### src/hdl/mme_queue.sv
// small first-in first-out queue with full and empty flags
`timescale 1ns / 1ps

module mme_queue #(
  parameter int unsigned WIDTH = 8,
  parameter int unsigned DEPTH = 2
) (
  input  logic             clk_i,
  input  logic             rst_ni,
  input  logic             push_i,
  input  logic [WIDTH-1:0] wdata_i,
  output logic             full_o,
  input  logic             pop_i,
  output logic [WIDTH-1:0] rdata_o,
  output logic             empty_o
);

  localparam int unsigned PTR_W = (DEPTH > 1) ? $clog2(DEPTH) : 1;
  localparam int unsigned CNT_W = $clog2(DEPTH + 1);

  logic [WIDTH-1:0] mem_q [DEPTH];
  logic [PTR_W-1:0] wptr_q, wptr_d;
  logic [PTR_W-1:0] rptr_q, rptr_d;
  logic [CNT_W-1:0] count_q, count_d;
  logic             do_push;
  logic             do_pop;

  assign full_o  = (count_q == CNT_W'(DEPTH));
  assign empty_o = (count_q == '0);
  assign do_push = push_i & ~full_o;
  assign do_pop  = pop_i & ~empty_o;
  assign rdata_o = mem_q[rptr_q];

  always_comb begin
    wptr_d = wptr_q;
    rptr_d = rptr_q;
    if (do_push) begin
      wptr_d = (wptr_q == PTR_W'(DEPTH - 1)) ? '0 : wptr_q + 1'b1;
    end
    if (do_pop) begin
      rptr_d = (rptr_q == PTR_W'(DEPTH - 1)) ? '0 : rptr_q + 1'b1;
    end
    count_d = count_q + CNT_W'(do_push) - CNT_W'(do_pop);
  end

  always_ff @(posedge clk_i or negedge rst_ni) begin
    if (!rst_ni) begin
      wptr_q  <= '0;
      rptr_q  <= '0;
      count_q <= '0;
    end else begin
      wptr_q  <= wptr_d;
      rptr_q  <= rptr_d;
      count_q <= count_d;
    end
  end

  always_ff @(posedge clk_i) begin
    if (do_push) begin
      mem_q[wptr_q] <= wdata_i;
    end
  end

endmodule

### config.mk
export PLATFORM = sky130hd
export DESIGN_NAME = mme_queue
export DESIGN_NICKNAME = d
export VERILOG_FILES = /design/src/hdl/mme_queue.sv
export SDC_FILE = /design/constraint.sdc
export NUM_CORES = 1
export LEC_CHECK = 0
export ABC_AREA = 1
export BUFFER_PORTS_ARGS = -buffer_cell sky130_fd_sc_hd__buf_2
export CAP_MARGIN = 20
export CORE_MARGIN = 2
export CORE_UTILIZATION = 45
export DETAILED_ROUTE_END_ITERATION = 8
export MAX_ROUTING_LAYER = met4
export PLACE_DENSITY_LB_ADDON = 0.15
export SETUP_SLACK_MARGIN = 0.2
export SLEW_MARGIN = 5
export SYNTH_ARGS = -nofsm -noshare
export SYNTH_HDL_FRONTEND = slang
export SYNTH_SLANG_ARGS = --single-unit
### constraint.sdc
create_clock -name clk_i -period 3.7 [get_ports clk_i]
set_clock_uncertainty 0.2 [all_clocks]
set_input_delay 0.185 -clock clk_i [delete_from_list [all_inputs] [get_ports clk_i]]
set_output_delay 0.185 -clock clk_i [all_outputs]
set_load 0.01 [all_outputs]
==> results.toml <==
[cells_and_area]
fin_nets = 125
areaGrowthSynthToFinish_pct = 31.8
layout-drive-gt1-share_pct = 25.5
stdcell_area_mm2 = 0.00108
finalNonFillerCells = 135
diodes = 0

[yosys]
netlist_instances = 75
yosysMostFrequentCell = "nand2_1"
ys_async_sr_fraction_pct = 20.0
synth.distinct_cells = 11
synthFlopType = "edfxtp_1"
yosys-top-cells-area = "edfxtp_1 (58%), nand2_1 (16%), dfrtp_1 (12%)"
synth_seq_cells = 20
synth_edf_count = 16
seq_area_frac_synth_pct = 70.5
yosysTopAreaCell = "edfxtp_1"
mappedNetlistArea_um2 = 823
synth_top_area_share_pct = 58.4
ys_top_cells_by_count = "nand2_1 (35), edfxtp_1 (16), inv_1 (9), dfrtp_1 (4), nand3_1 (3)"
syn_nets = 89
postSynthAreaPerCell_um2 = 11.0
yosysWarnings = 0

[detailed_routing]
viasPerCell = 4.37
drt_first_pass_iters = 4
num_vias = 590
totalWireLength_um = 1380
ant_nets = 0
drc = 0
routedWlPerCell_um = 10.2
drt_iter0_drc = 12

[worst_setup_path]
setup.worst_path.end_class = "register"
critPathArrivalTime_ns = 1.44
worstReg2RegEnd = "mem_q[1][1]$_DFFE_PP_"
rr_startpoint = "count_q[0]$_DFF_PN0_"
cp-start-kind = "register"
r2r_cells = 4
worst-setup-path-type = "reg -> reg"
critPathRequiredTime_ns = 3.44
worstPathMaxFanout = 8
r2r_slack_ns = 2.00

[sta]
maxSlewViolCount = 0
hold_viol_final = 0
maxSlewHeadroom_pct = 55.7
min_period_ns = 1.70
finalCritPeriodShare_pct = 46.0
rsz0062_at_grt = "false"
setup_tns_ns = 0
fmax_mhz = 587
setup_viol = 0
tightest_slew_ns = 0.663

[global_routing]
grt_first_pass_wirelength_um = 1970
grt_max_degree = 12
antenna_found_initial = 0
grt-busiest-layer = "met2"
grt_pass1_vias = 458
use_met3_pct = 2.31
grtUsageMet2_pct = 20.5
overflow = 0
met1_usage_pct = 19.4
grt_usage_pct = 14.1

[clock_network]
cts.clk_slew.worst_paths_ns = 0.11
post-cts-setup-buffers = 0
cts_resized = 0
htree_levels = 1
tritoncts = "built"
clk_latency_ns = 0.30
clkSinkCount = 20
cts_root_buffer = "clkbuf_4"
clockBufferDepth = 2
numCtsBuffers = 3

[run]
max_cap_viol_count = 0

[pwr]
p_leak_nw = 0.536
vdd_drop_max_mv = 0.403
p_per_area_mw_per_mm2 = 677

[die]
num_io_pins = 22
rows = 15
die_x_um = 46.8
die_h_um = 46.8
core_mm2 = 0.00173
initial_core_util_pct = 47.7
die_area_mm2 = 0.00219

[placed_design]
dp_hpwl_um = 931
place_inst = 120
dpl-instance-area_um2 = 948
io_buffers = 21
gp_congestion = 0.750

[outcome]
status = "completed"

[min_path]
hp-class = "in -> async"
final cells by class:
type / instances / area [um2]
fill: 143 / 642
clock buffer: 3 / 22.5
tap: 25 / 31.3
inverter: 11 / 43.8
multi-input combinational: 43 / 188
sequential: 20 / 581
clock inverter: 1 / 3.75
timing repair buffer: 32 / 215
how the worst max path moves through the flow:
stage	from	end	slack [ns]	depth (start not counted)
floorplan	count_q[1]$_DFF_PN0_	count_q[1]$_DFF_PN0_	2.20	10
global placement	count_q[1]$_DFF_PN0_	mem_q[1][1]$_DFFE_PP_	2.05	3
detailed placement	count_q[0]$_DFF_PN0_	mem_q[1][1]$_DFFE_PP_	1.99	4
CTS	count_q[0]$_DFF_PN0_	mem_q[1][1]$_DFFE_PP_	1.97	4
global route	count_q[0]$_DFF_PN0_	mem_q[1][1]$_DFFE_PP_	1.87	4
finish	count_q[0]$_DFF_PN0_	mem_q[1][1]$_DFFE_PP_	2.00	4
routing by layer:
layer | wire (um) | vias to the layer above
met5 | 0 | -
li1 | - | 306
met1 | 679 | 261
met4 | 11 | 0
met3 | 67 | 2
met2 | 617 | 21
logic make-up (layout without fill, tap and decap cells):
| logic type | count (synthesis) | after routing | synth area share, % |
|---|---|---|---|
| buffers and inverters | 12 | 47 | 6.69 |
| adders and majority gates | 2 | 2 | 3.04 |
| and+or+nand+nor | 41 | 41 | 19.8 |
| DFF | 20 | 20 | 70.5 |
power by group:
part / leakage, nW / internal [mW] / switching, mW
Sequential: 0.197 / 0.313 / 0.0387
Combinational: 0.324 / 0.107 / 0.173
Clock: 0.0154 / 0.0393 / 0.0637
Total: 0.536 / 0.459 / 0.275
cells in the final DEF, fill, tap and decap left out:
master,instances
buf_2,21
clkbuf_4,3
clkinv_1,1
dfrtp_1,4
dlygate4sd3_1,11
edfxtp_1,16
ha_1,2
inv_1,9
inv_2,1
inv_4,1
nand2_1,35
nand2_2,2
nand3_1,3
nor2_1,1
sequential cells by signal (all words and copies together), names as in the netlist:
name,flops
mem_q,16
count_q,2
rptr_q,1
wptr_q,1
critical path, cell delays in order, from the launching register on:
cell and delay [ns]:
dfrtp_1 0.39, inv_2 0.05, nand2_1 0.11, nand2_2 0.08, nor2_1 0.51
metrics by stage:
stage	setup WS, ns	hold WS [ns]	util, %	total power [mW]
6_report	2.00	0.0117	62.8	0.734
5_1_grt	1.87	0.0107	62.8	0.795
4_1_cts	1.97	0.00227	62.8	0.740
3_5_place_dp	1.99	-0.199	54.9	0.631
3_3_place_gp	2.05	-0.202	54.9	0.620
2_1_floorplan	2.20	-0.311	-	0.537
what timing repair did:
action                                  4_1_cts  5_1_grt
hold endpoints to repair                     22        0
endpoints found under the setup margin        0        0
hold buffers                                 11        0
(Power assumes the default switching activity.)
