File: src/hdl/mme_pkg.sv
// shared types and constants for the matrix multiply engine
`timescale 1ns / 1ps

package mme_pkg;

  localparam int unsigned IDX_W     = 4;
  localparam int unsigned SIZE_W    = 5;
  localparam int unsigned VAL_W     = 16;
  localparam int unsigned REG_IDX_W = 2;

  localparam logic [1:0] OP_WRITE_A = 2'd0;
  localparam logic [1:0] OP_WRITE_B = 2'd1;
  localparam logic [1:0] OP_QUERY   = 2'd2;

  localparam logic [REG_IDX_W-1:0] REG_ROWS_A     = 2'd0;
  localparam logic [REG_IDX_W-1:0] REG_INNER_SIZE = 2'd1;
  localparam logic [REG_IDX_W-1:0] REG_COLS_B     = 2'd2;

  localparam logic [SIZE_W-1:0] SIZE_RESET = 5'd16;

  typedef enum logic [1:0] {
    KIND_WRITE_A,
    KIND_WRITE_B,
    KIND_QUERY,
    KIND_REJECT
  } cmd_kind_e;

  typedef struct packed {
    cmd_kind_e                kind;
    logic [IDX_W-1:0]         row;
    logic [IDX_W-1:0]         col;
    logic [SIZE_W-1:0]        nk;
    logic signed [VAL_W-1:0]  value;
  } cmd_t;

  typedef struct packed {
    logic signed [VAL_W-1:0] result;
    logic                    error;
  } res_t;

endpackage

File: src/hdl/mme_queue.sv
// small first-in first-out queue with full and empty flags
`timescale 1ns / 1ps

module mme_queue #(
  parameter int unsigned WIDTH = 8,
  parameter int unsigned DEPTH = 2
) (
  input  logic             clk_i,
  input  logic             rst_ni,
  input  logic             push_i,
  input  logic [WIDTH-1:0] wdata_i,
  output logic             full_o,
  input  logic             pop_i,
  output logic [WIDTH-1:0] rdata_o,
  output logic             empty_o
);

  localparam int unsigned PTR_W = (DEPTH > 1) ? $clog2(DEPTH) : 1;
  localparam int unsigned CNT_W = $clog2(DEPTH + 1);

  logic [WIDTH-1:0] mem_q [DEPTH];
  logic [PTR_W-1:0] wptr_q, wptr_d;
  logic [PTR_W-1:0] rptr_q, rptr_d;
  logic [CNT_W-1:0] count_q, count_d;
  logic             do_push;
  logic             do_pop;

  assign full_o  = (count_q == CNT_W'(DEPTH));
  assign empty_o = (count_q == '0);
  assign do_push = push_i & ~full_o;
  assign do_pop  = pop_i & ~empty_o;
  assign rdata_o = mem_q[rptr_q];

  always_comb begin
    wptr_d = wptr_q;
    rptr_d = rptr_q;
    if (do_push) begin
      wptr_d = (wptr_q == PTR_W'(DEPTH - 1)) ? '0 : wptr_q + 1'b1;
    end
    if (do_pop) begin
      rptr_d = (rptr_q == PTR_W'(DEPTH - 1)) ? '0 : rptr_q + 1'b1;
    end
    count_d = count_q + CNT_W'(do_push) - CNT_W'(do_pop);
  end

  always_ff @(posedge clk_i or negedge rst_ni) begin
    if (!rst_ni) begin
      wptr_q  <= '0;
      rptr_q  <= '0;
      count_q <= '0;
    end else begin
      wptr_q  <= wptr_d;
      rptr_q  <= rptr_d;
      count_q <= count_d;
    end
  end

  always_ff @(posedge clk_i) begin
    if (do_push) begin
      mem_q[wptr_q] <= wdata_i;
    end
  end

endmodule

File: src/hdl/mme_front.sv
// front end: size registers, request classification and command queue
`timescale 1ns / 1ps

module mme_front #(
  parameter int unsigned MAX_DIM = 16
) (
  input  logic                                 clk_i,
  input  logic                                 rst_ni,
  input  logic                                 push,
  output logic                                 full,
  input  logic [1:0]                           opcode_i,
  input  logic [mme_pkg::IDX_W-1:0]            row_i,
  input  logic [mme_pkg::IDX_W-1:0]            col_i,
  input  logic signed [mme_pkg::VAL_W-1:0]     value_i,
  input  logic                                 cfg_we_i,
  input  logic [mme_pkg::REG_IDX_W-1:0]        cfg_addr_i,
  input  logic [mme_pkg::SIZE_W-1:0]           cfg_wdata_i,
  input  logic                                 cmd_pop_i,
  output mme_pkg::cmd_t                        cmd_o,
  output logic                                 cmd_empty_o
);

  import mme_pkg::*;

  logic [SIZE_W-1:0] rows_q, rows_d;
  logic [SIZE_W-1:0] inner_q, inner_d;
  logic [SIZE_W-1:0] cols_q, cols_d;
  cmd_t              cmd_in;

  // index must lie below both the configured size and the store dimension
  function automatic logic idx_ok(input logic [IDX_W-1:0] idx, input logic [SIZE_W-1:0] size);
    idx_ok = (SIZE_W'(idx) < size) && (32'(idx) < MAX_DIM);
  endfunction

  always_comb begin
    rows_d  = rows_q;
    inner_d = inner_q;
    cols_d  = cols_q;
    if (cfg_we_i) begin
      unique case (cfg_addr_i)
        REG_ROWS_A:     rows_d  = cfg_wdata_i;
        REG_INNER_SIZE: inner_d = cfg_wdata_i;
        REG_COLS_B:     cols_d  = cfg_wdata_i;
        default: ;
      endcase
    end
  end

  always_ff @(posedge clk_i or negedge rst_ni) begin
    if (!rst_ni) begin
      rows_q  <= SIZE_RESET;
      inner_q <= SIZE_RESET;
      cols_q  <= SIZE_RESET;
    end else begin
      rows_q  <= rows_d;
      inner_q <= inner_d;
      cols_q  <= cols_d;
    end
  end

  always_comb begin
    cmd_in.row   = row_i;
    cmd_in.col   = col_i;
    cmd_in.value = value_i;
    // inner size saturates at the store dimension
    cmd_in.nk    = (32'(inner_q) > MAX_DIM) ? SIZE_W'(MAX_DIM) : inner_q;
    cmd_in.kind  = KIND_REJECT;
    unique case (opcode_i)
      OP_WRITE_A: begin
        if (idx_ok(row_i, rows_q) && idx_ok(col_i, inner_q)) begin
          cmd_in.kind = KIND_WRITE_A;
        end
      end
      OP_WRITE_B: begin
        if (idx_ok(row_i, inner_q) && idx_ok(col_i, cols_q)) begin
          cmd_in.kind = KIND_WRITE_B;
        end
      end
      OP_QUERY: begin
        if (idx_ok(row_i, rows_q) && idx_ok(col_i, cols_q)) begin
          cmd_in.kind = KIND_QUERY;
        end
      end
      default: cmd_in.kind = KIND_REJECT;
    endcase
  end

  mme_queue #(
    .WIDTH ($bits(cmd_t)),
    .DEPTH (2)
  ) u_cmd_queue (
    .clk_i   (clk_i),
    .rst_ni  (rst_ni),
    .push_i  (push),
    .wdata_i (cmd_in),
    .full_o  (full),
    .pop_i   (cmd_pop_i),
    .rdata_o (cmd_o),
    .empty_o (cmd_empty_o)
  );

endmodule

File: config.mk
export PLATFORM = sky130hd
export DESIGN_NAME = mme_front
export DESIGN_NICKNAME = d
export VERILOG_FILES = /design/src/hdl/mme_pkg.sv /design/src/hdl/mme_queue.sv /design/src/hdl/mme_front.sv
export SDC_FILE = /design/constraint.sdc
export NUM_CORES = 1
export LEC_CHECK = 0
export BUFFER_PORTS_ARGS = -buffer_cell sky130_fd_sc_hd__buf_2
export CAP_MARGIN = 20
export CORE_MARGIN = 8
export CORE_UTILIZATION = 60
export CTS_BUF_LIST = sky130_fd_sc_hd__clkbuf_4 sky130_fd_sc_hd__clkbuf_8
export CTS_CLUSTER_DIAMETER = 150
export CTS_CLUSTER_SIZE = 24
export DETAILED_ROUTE_END_ITERATION = 8
export GPL_ROUTABILITY_DRIVEN = 0
export PLACE_DENSITY = 0.95
export RECOVER_POWER = 50
export SETUP_SLACK_MARGIN = 0.15
export SLEW_MARGIN = 25
export SYNTH_ARGS = -nofsm -noshare
export SYNTH_HDL_FRONTEND = slang
export SYNTH_HIERARCHICAL = 1
export SYNTH_SLANG_ARGS = --single-unit
File: constraint.sdc
create_clock -name clk_i -period 3.7 [get_ports clk_i]
set_input_delay 0.925 -clock clk_i [delete_from_list [all_inputs] [get_ports clk_i]]
set_output_delay 0.925 -clock clk_i [all_outputs]
set_load 0.01 [all_outputs]
==> flow_summary.toml, run 1 <==
[run_status]
status = "finished with violations"
violations = "capacitance limit, slew limit"

[timing]
min_period_ps = 2772
tightest_slew_ps = 1694
fin_ws_ps = 928.1
rsz0062_at_grt = "no"
tns_ps = 0
setup_viol = 0
fmax_mhz = 360.8
hold_violations = 0
min_period_over_period_pct = 74.92
slew_viol_final = 32
skew_ps = 11.63
relSlewSlack_pct = -12.92

[finish]
insertedDiodeCount = 0
final_util_pct = 71.13
layout-drive-gt1-share_pct = 41.52
final_cells = 364
final_net_count = 336
syn2layout_area_growth_pct = 16.00
fillers = 378

[synthesis]
synth_top_family_by_area = "multiplexers"
ys_types = 30
synth_edf_count = 62
synth_simple_gate_area_share_pct = 4.421
synth_mux_area_share_pct = 17.05
synth_nets = 257
synth_flop_cell = "edfxtp_1"
synth-compound-area-share_pct = 3.614
synth-async-reset-ratio_pct = 23.46
synth-seq-cells = 81
syn_area_per_cell_um2 = 17.39
ys_seq_area_share_pct = 65.65
yosysWarnings = 6
synth_adder_area_share_pct = 4.912
netlist_top_cells_count = "62 x edfxtp_1, 30 x mux2_4, 16 x dfrtp_1"
synth-xor-area-share_pct = 0.9825
synth_most_common_cell = "edfxtp_1"
yosys.area.top_type = "edfxtp_1"
synth_area_leaders = "edfxtp_1 52%, mux2_4 13%, dfrtp_1 11%"
synth_area_mm2 = 0.003566
syn_inst = 205
yosys.area.top_type_share_pct = 52.21

[drt]
vias_per_cell = 5.313
drc = 0
first_pass_iters = 4
antenna_left = 0
vias = 1934
wirelength_um = 6522
avgRoutedWirePerCell_um = 17.92
drt_iter0_drc = 121

[die]
core_area_mm2 = 0.005816
die_h_um = 93.09
rows = 28
initial_core_util_pct = 61.32
die_w_um = 93.09
die-area_mm2 = 0.008666
ioPinCount = 71

[placed_design]
place_hpwl_um = 4724
portBuffers = 70
place_ws_ps = 1257
placed_cells = 348

[power]
p_total_uw = 3000
powerDensity_mw_per_mm2 = 725.2
vdd_drop_max_mv = 0.3518
p_leak_uw = 0.001708

[clocking]
cts_tree = "yes"
clkSinkCount = 81
root_buffer = "clkbuf_8"
clk_pin_slew_ps = 70
cts_setup_buffers = 0
cts.hold.buffers_added = 0
cts_max_level = 3
cts_buffer_depth = 2
cts_resized = 0
clock_latency_ps = 340
cts_buffers = 9

[hold_path]
hp-class = "register to register"
min_path_cells = 1

[run]
maxCapViolations = 1

[global_routing]
grt.overflow.total = 0
first_global_vias = 2103
grt_max_degree = 32
grt_pass1_wl_um = 10250
gr-usage-all-layers_pct = 15.67
antenna_found_initial = 0

[setup_path]
cp-start-kind = "register"
cp_max_fo = 22
crit_arrival_ps = 1850
end_kind = "output pin"
r2r_cells = 3
cp_data_required_time_ps = 2770
crit_type = "register to output pin"
-- flip-flops by register name, summed over array words and instances (netlist names) --
signal / cells
cols_q: 5
inner_q: 5
rows_q: 5
u_cmd_queue/count_q: 2
u_cmd_queue/mem_q: 62
u_cmd_queue/rptr_q: 1
u_cmd_queue/wptr_q: 1
-- cell usage in the layout, fill, tap and decap left out, types with 3 or more instances in the layout --
master | synthesis | layout
a21oi_1 | 5 | 5
buf_2 | 0 | 50
clkbuf_1 | 1 | 20
clkbuf_8 | 0 | 9
dfrtp_1 | 16 | 15
edfxtp_1 | 62 | 62
ha_1 | 14 | 14
inv_1 | 12 | 12
mux2_2 | 14 | 14
mux2_4 | 30 | 30
nand2_1 | 6 | 6
nor2_1 | 10 | 9
nor2b_1 | 3 | 4
o21ai_0 | 6 | 6
xnor2_1 | 3 | 3
-- layer usage --
metal	global-route usage (%)	part of all wire (%)	up-vias
met5	0	0	-
met4	6.846	1.4	0
met3	5.048	6.8	9
met2	27.22	52	66
met1	17.20	40	940
li1	-	-	919
-- final cells by class --
type | instances | area [µm²] | area share (%)
Multi-Input combinational cell | 107 | 1094 | 26.44
Clock inverter | 7 | 93.84 | 2.269
Tap cell | 75 | 93.84 | 2.269
Sequential cell | 81 | 2342 | 56.62
Clock buffer | 9 | 123.9 | 2.995
Timing Repair Buffer | 73 | 344.1 | 8.318
Inverter | 12 | 45.04 | 1.089
-- report_power, final --
group	switching, µW	internal (µW)
registers	108	1240
logic	472	489
clock network	311	380
-- kinds of logic (layout without fill, tap and decap cells) --
kind of cell             after synthesis  after routing
multiplexers                          44             44
AO/OA/AOI/OAI                         18             18
adder cells (fa/ha/maj)               14             14
AND/OR/NAND/NOR                       27             27
XOR/XNOR                               4              4
flip-flops                            81             81
buffers and inverters                 17            101
-- path summary, 6_finish.rpt --
path                                        start                       end  slack, ps
max                            u_cmd_queue/rptr_q                 cmd_o[16]        930
min                        u_cmd_queue/count_q[1]    u_cmd_queue/count_q[1]        500
max reg2reg                u_cmd_queue/count_q[1]  u_cmd_queue/mem_q[1][25]       1410
min reg2reg                u_cmd_queue/count_q[1]    u_cmd_queue/count_q[1]        500
max in group asynchronous                  rst_ni        u_cmd_queue/rptr_q       2290
min in group asynchronous                  rst_ni                inner_q[1]        730
-- stage by stage --
stage	cell area [µm²]	hold WS, ps
CTS	4179	506.3
finish	4136	500.6
detailed placement	3961	488.3
global route	4136	510.0
global placement	3961	480.5
floorplan	3566	460.8
-- critical path: stages, from the launching register on --
cell and delay, ps:
dfrtp_2 570, buf_4 450, mux2_4 350, buf_2 140
Power figures use the tool's default switching activity.
==> run 2: changes to the inputs <==
--- a/config.mk
+++ b/config.mk
@@ -8,13 +8,13 @@
 export BUFFER_PORTS_ARGS = -buffer_cell sky130_fd_sc_hd__buf_2
 export CAP_MARGIN = 20
 export CORE_MARGIN = 8
-export CORE_UTILIZATION = 60
+export CORE_UTILIZATION = 57
 export CTS_BUF_LIST = sky130_fd_sc_hd__clkbuf_4 sky130_fd_sc_hd__clkbuf_8
 export CTS_CLUSTER_DIAMETER = 150
 export CTS_CLUSTER_SIZE = 24
 export DETAILED_ROUTE_END_ITERATION = 8
 export GPL_ROUTABILITY_DRIVEN = 0
-export PLACE_DENSITY = 0.95
+export PLACE_DENSITY = 0.93
 export RECOVER_POWER = 50
 export SETUP_SLACK_MARGIN = 0.15
 export SLEW_MARGIN = 25
==> constraint.sdc (replaced) <==
create_clock -name clk_i -period 2.6 [get_ports clk_i]
set_input_delay 0.65 -clock clk_i [delete_from_list [all_inputs] [get_ports clk_i]]
set_output_delay 0.65 -clock clk_i [all_outputs]
set_load 0.01 [all_outputs]
==> run 2 against run 1 <==
  * Wire length fell by 3.4%
  * The run now ends clean
  * Sequential power rose by 39%
  * Global-route usage fell by 0.30 points
  * Utilization fell by 4.3 points
==> flow_summary.toml, run 2 (synthesis gave the netlist of run 1 again) <==
[placed_design]
dpl_cell_area_mm2 = 0.003994
place_hpwl_um = 4705
portBuffers = 70
place_ws_ps = 459.3

[hold_path]
hp-class = "primary input to async pin"

[drt]
drt_iter0_drc = 65
vias_per_cell = 5.309
antenna_left = 0
vias = 1943
wirelength_um = 6300
avgRoutedWirePerCell_um = 17.21
drc = 0
first_pass_iters = 4

[power]
power_frac_seq_pct = 44.4
p_leak_uw = 0.001721
internal_power_uw = 2971
vdd_drop_max_mv = 0.7164
switching_share_pct = 29.52
p_comb_share_pct = 34.0
clockPowerShare_pct = 21.6
powerDensity_mw_per_mm2 = 1016
power.switching_uw = 1244
p_total_uw = 4215

[finish]
largest_reg_flops = 62
layout-drive-gt1-share_pct = 41.52
largest-register = "u_cmd_queue/mem_q"
multi_input_area_mm2 = 0.001091
final_cell_mix = "62 x edfxtp_1, 50 x buf_2, 30 x mux2_4, 20 x clkbuf_1, 15 x dfrtp_1"
fin_area_mm2 = 0.004148
mostFrequentLayoutCell = "edfxtp_1"
final_net_count = 336
fillers = 442
insertedDiodeCount = 0
syn2layout_area_growth_pct = 16.32
regArea_mm2 = 0.002342

[clocking]
clk_pin_slew_ps = 80
cts_tree = "yes"
root_buffer = "clkbuf_8"
clock_latency_ps = 350
cts.hold.buffers_added = 0
cts_max_level = 3
cts_resized = 0
clkSinkCount = 81
cts_buffers = 9
cts_setup_buffers = 0
cts_buffer_depth = 2

[setup_path]
cp_data_required_time_ps = 2650
path_cells = "nand2b_1 -> nand2_1 -> nor2_1 -> buf_12"
crit_slowest_cell = "nor2_1"
crit_type = "register to register"
cp_max_fo = 18
crit_arrival_ps = 2270
end_kind = "register"
cpPeakStageDelay_ps = 1020
cp-start-kind = "register"

[global_routing]
gr-usage-all-layers_pct = 15.38
grt.overflow.total = 0
grt_max_degree = 33
antenna_found_initial = 0
grt_pass1_wl_um = 10400
first_global_vias = 2104

[timing]
slew_viol_final = 0
skew_ps = 12.97
hold_violations = 0
relSlewSlack_pct = 9.756
fin_ws_ps = 376.2
min_period_over_period_pct = 85.53
setup_viol = 0
timing.hold.ws_ps = 440.7
min_period_ps = 2224
tightest_slew_ps = 1349
rsz0062_at_grt = "no"
fmax_mhz = 449.7
tns_ps = 0

[run]
maxCapViolations = 0

[die]
die-area_mm2 = 0.009043
initial_core_util_pct = 57.47
die_h_um = 95.10
core_area_mm2 = 0.006205
ioPinCount = 71
rows = 29
die_w_um = 95.10

[run_status]
status = "complete, no violations"
==> run 2: changes by cell type in the layout (fill, tap and decap cells not counted), sizes merged <==
| cell | delta |
|---|---|
| bufinv | -1 |
| clkbuf | +2 |
| clkinvlp | -1 |
==> run 2: power by group through the flow <==
stage,registers (µW),logic (µW),clock network [µW]
CTS,1880,1480,936
global placement,1880,1440,0
floorplan,1860,1110,0
detailed placement,1910,1480,0
global route,1900,1570,984
finish,1870,1430,909
==> run 2: critical path: cells and delay by family, from the launching register on <==
family	cells	cell delay (ps)
flip-flops	1	410
AND/OR/NAND/NOR	3	1250
buffers and inverters	1	260
==> run 2: metrics by stage <==
stage	utilization [%]	std cells
after floorplan	-	205
after global placement	64.37	350
after detailed placement	64.37	350
after CTS	67.59	366
after global routing	66.85	366
final	66.85	366
==> run 2: cell type report <==
type,instances,share of cell area [%]
Clock buffer,11,3.499
Tap cell,77,2.323
Timing Repair Buffer,73,8.989
Sequential cell,81,56.47
Clock inverter,5,1.327
Multi-Input combinational cell,107,26.30
Inverter,12,1.086
==> run 2: final timing paths <==
| path | startpoint | endpoint | slack [ps] | cells after the start |
|---|---|---|---|---|
| setup / recovery | u_cmd_queue/count_q[1] | u_cmd_queue/mem_q[0][15] | 380 | 4 |
| hold / removal | rst_ni | rows_q[1] | 440 | 1 |
| setup reg to reg | u_cmd_queue/count_q[1] | u_cmd_queue/mem_q[0][15] | 380 | 4 |
| hold reg to reg | u_cmd_queue/count_q[1] | u_cmd_queue/count_q[1] | 500 | 1 |
| max in group asynchronous | rst_ni | u_cmd_queue/rptr_q | 1490 | 1 |
| min in group clk_i | value_i[11] | u_cmd_queue/mem_q[0][11] | 490 | 1 |
==> run 2: per-layer routing <==
| metal | vias to the layer above | global-route usage, % | share of wire [%] |
|---|---|---|---|
| met5 | - | 0 | 0 |
| met4 | 0 | 8.322 | 2.3 |
| met3 | 12 | 3.780 | 6.9 |
| met2 | 57 | 26.24 | 52 |
| met1 | 956 | 17.42 | 39 |
| li1 | 918 | - | - |
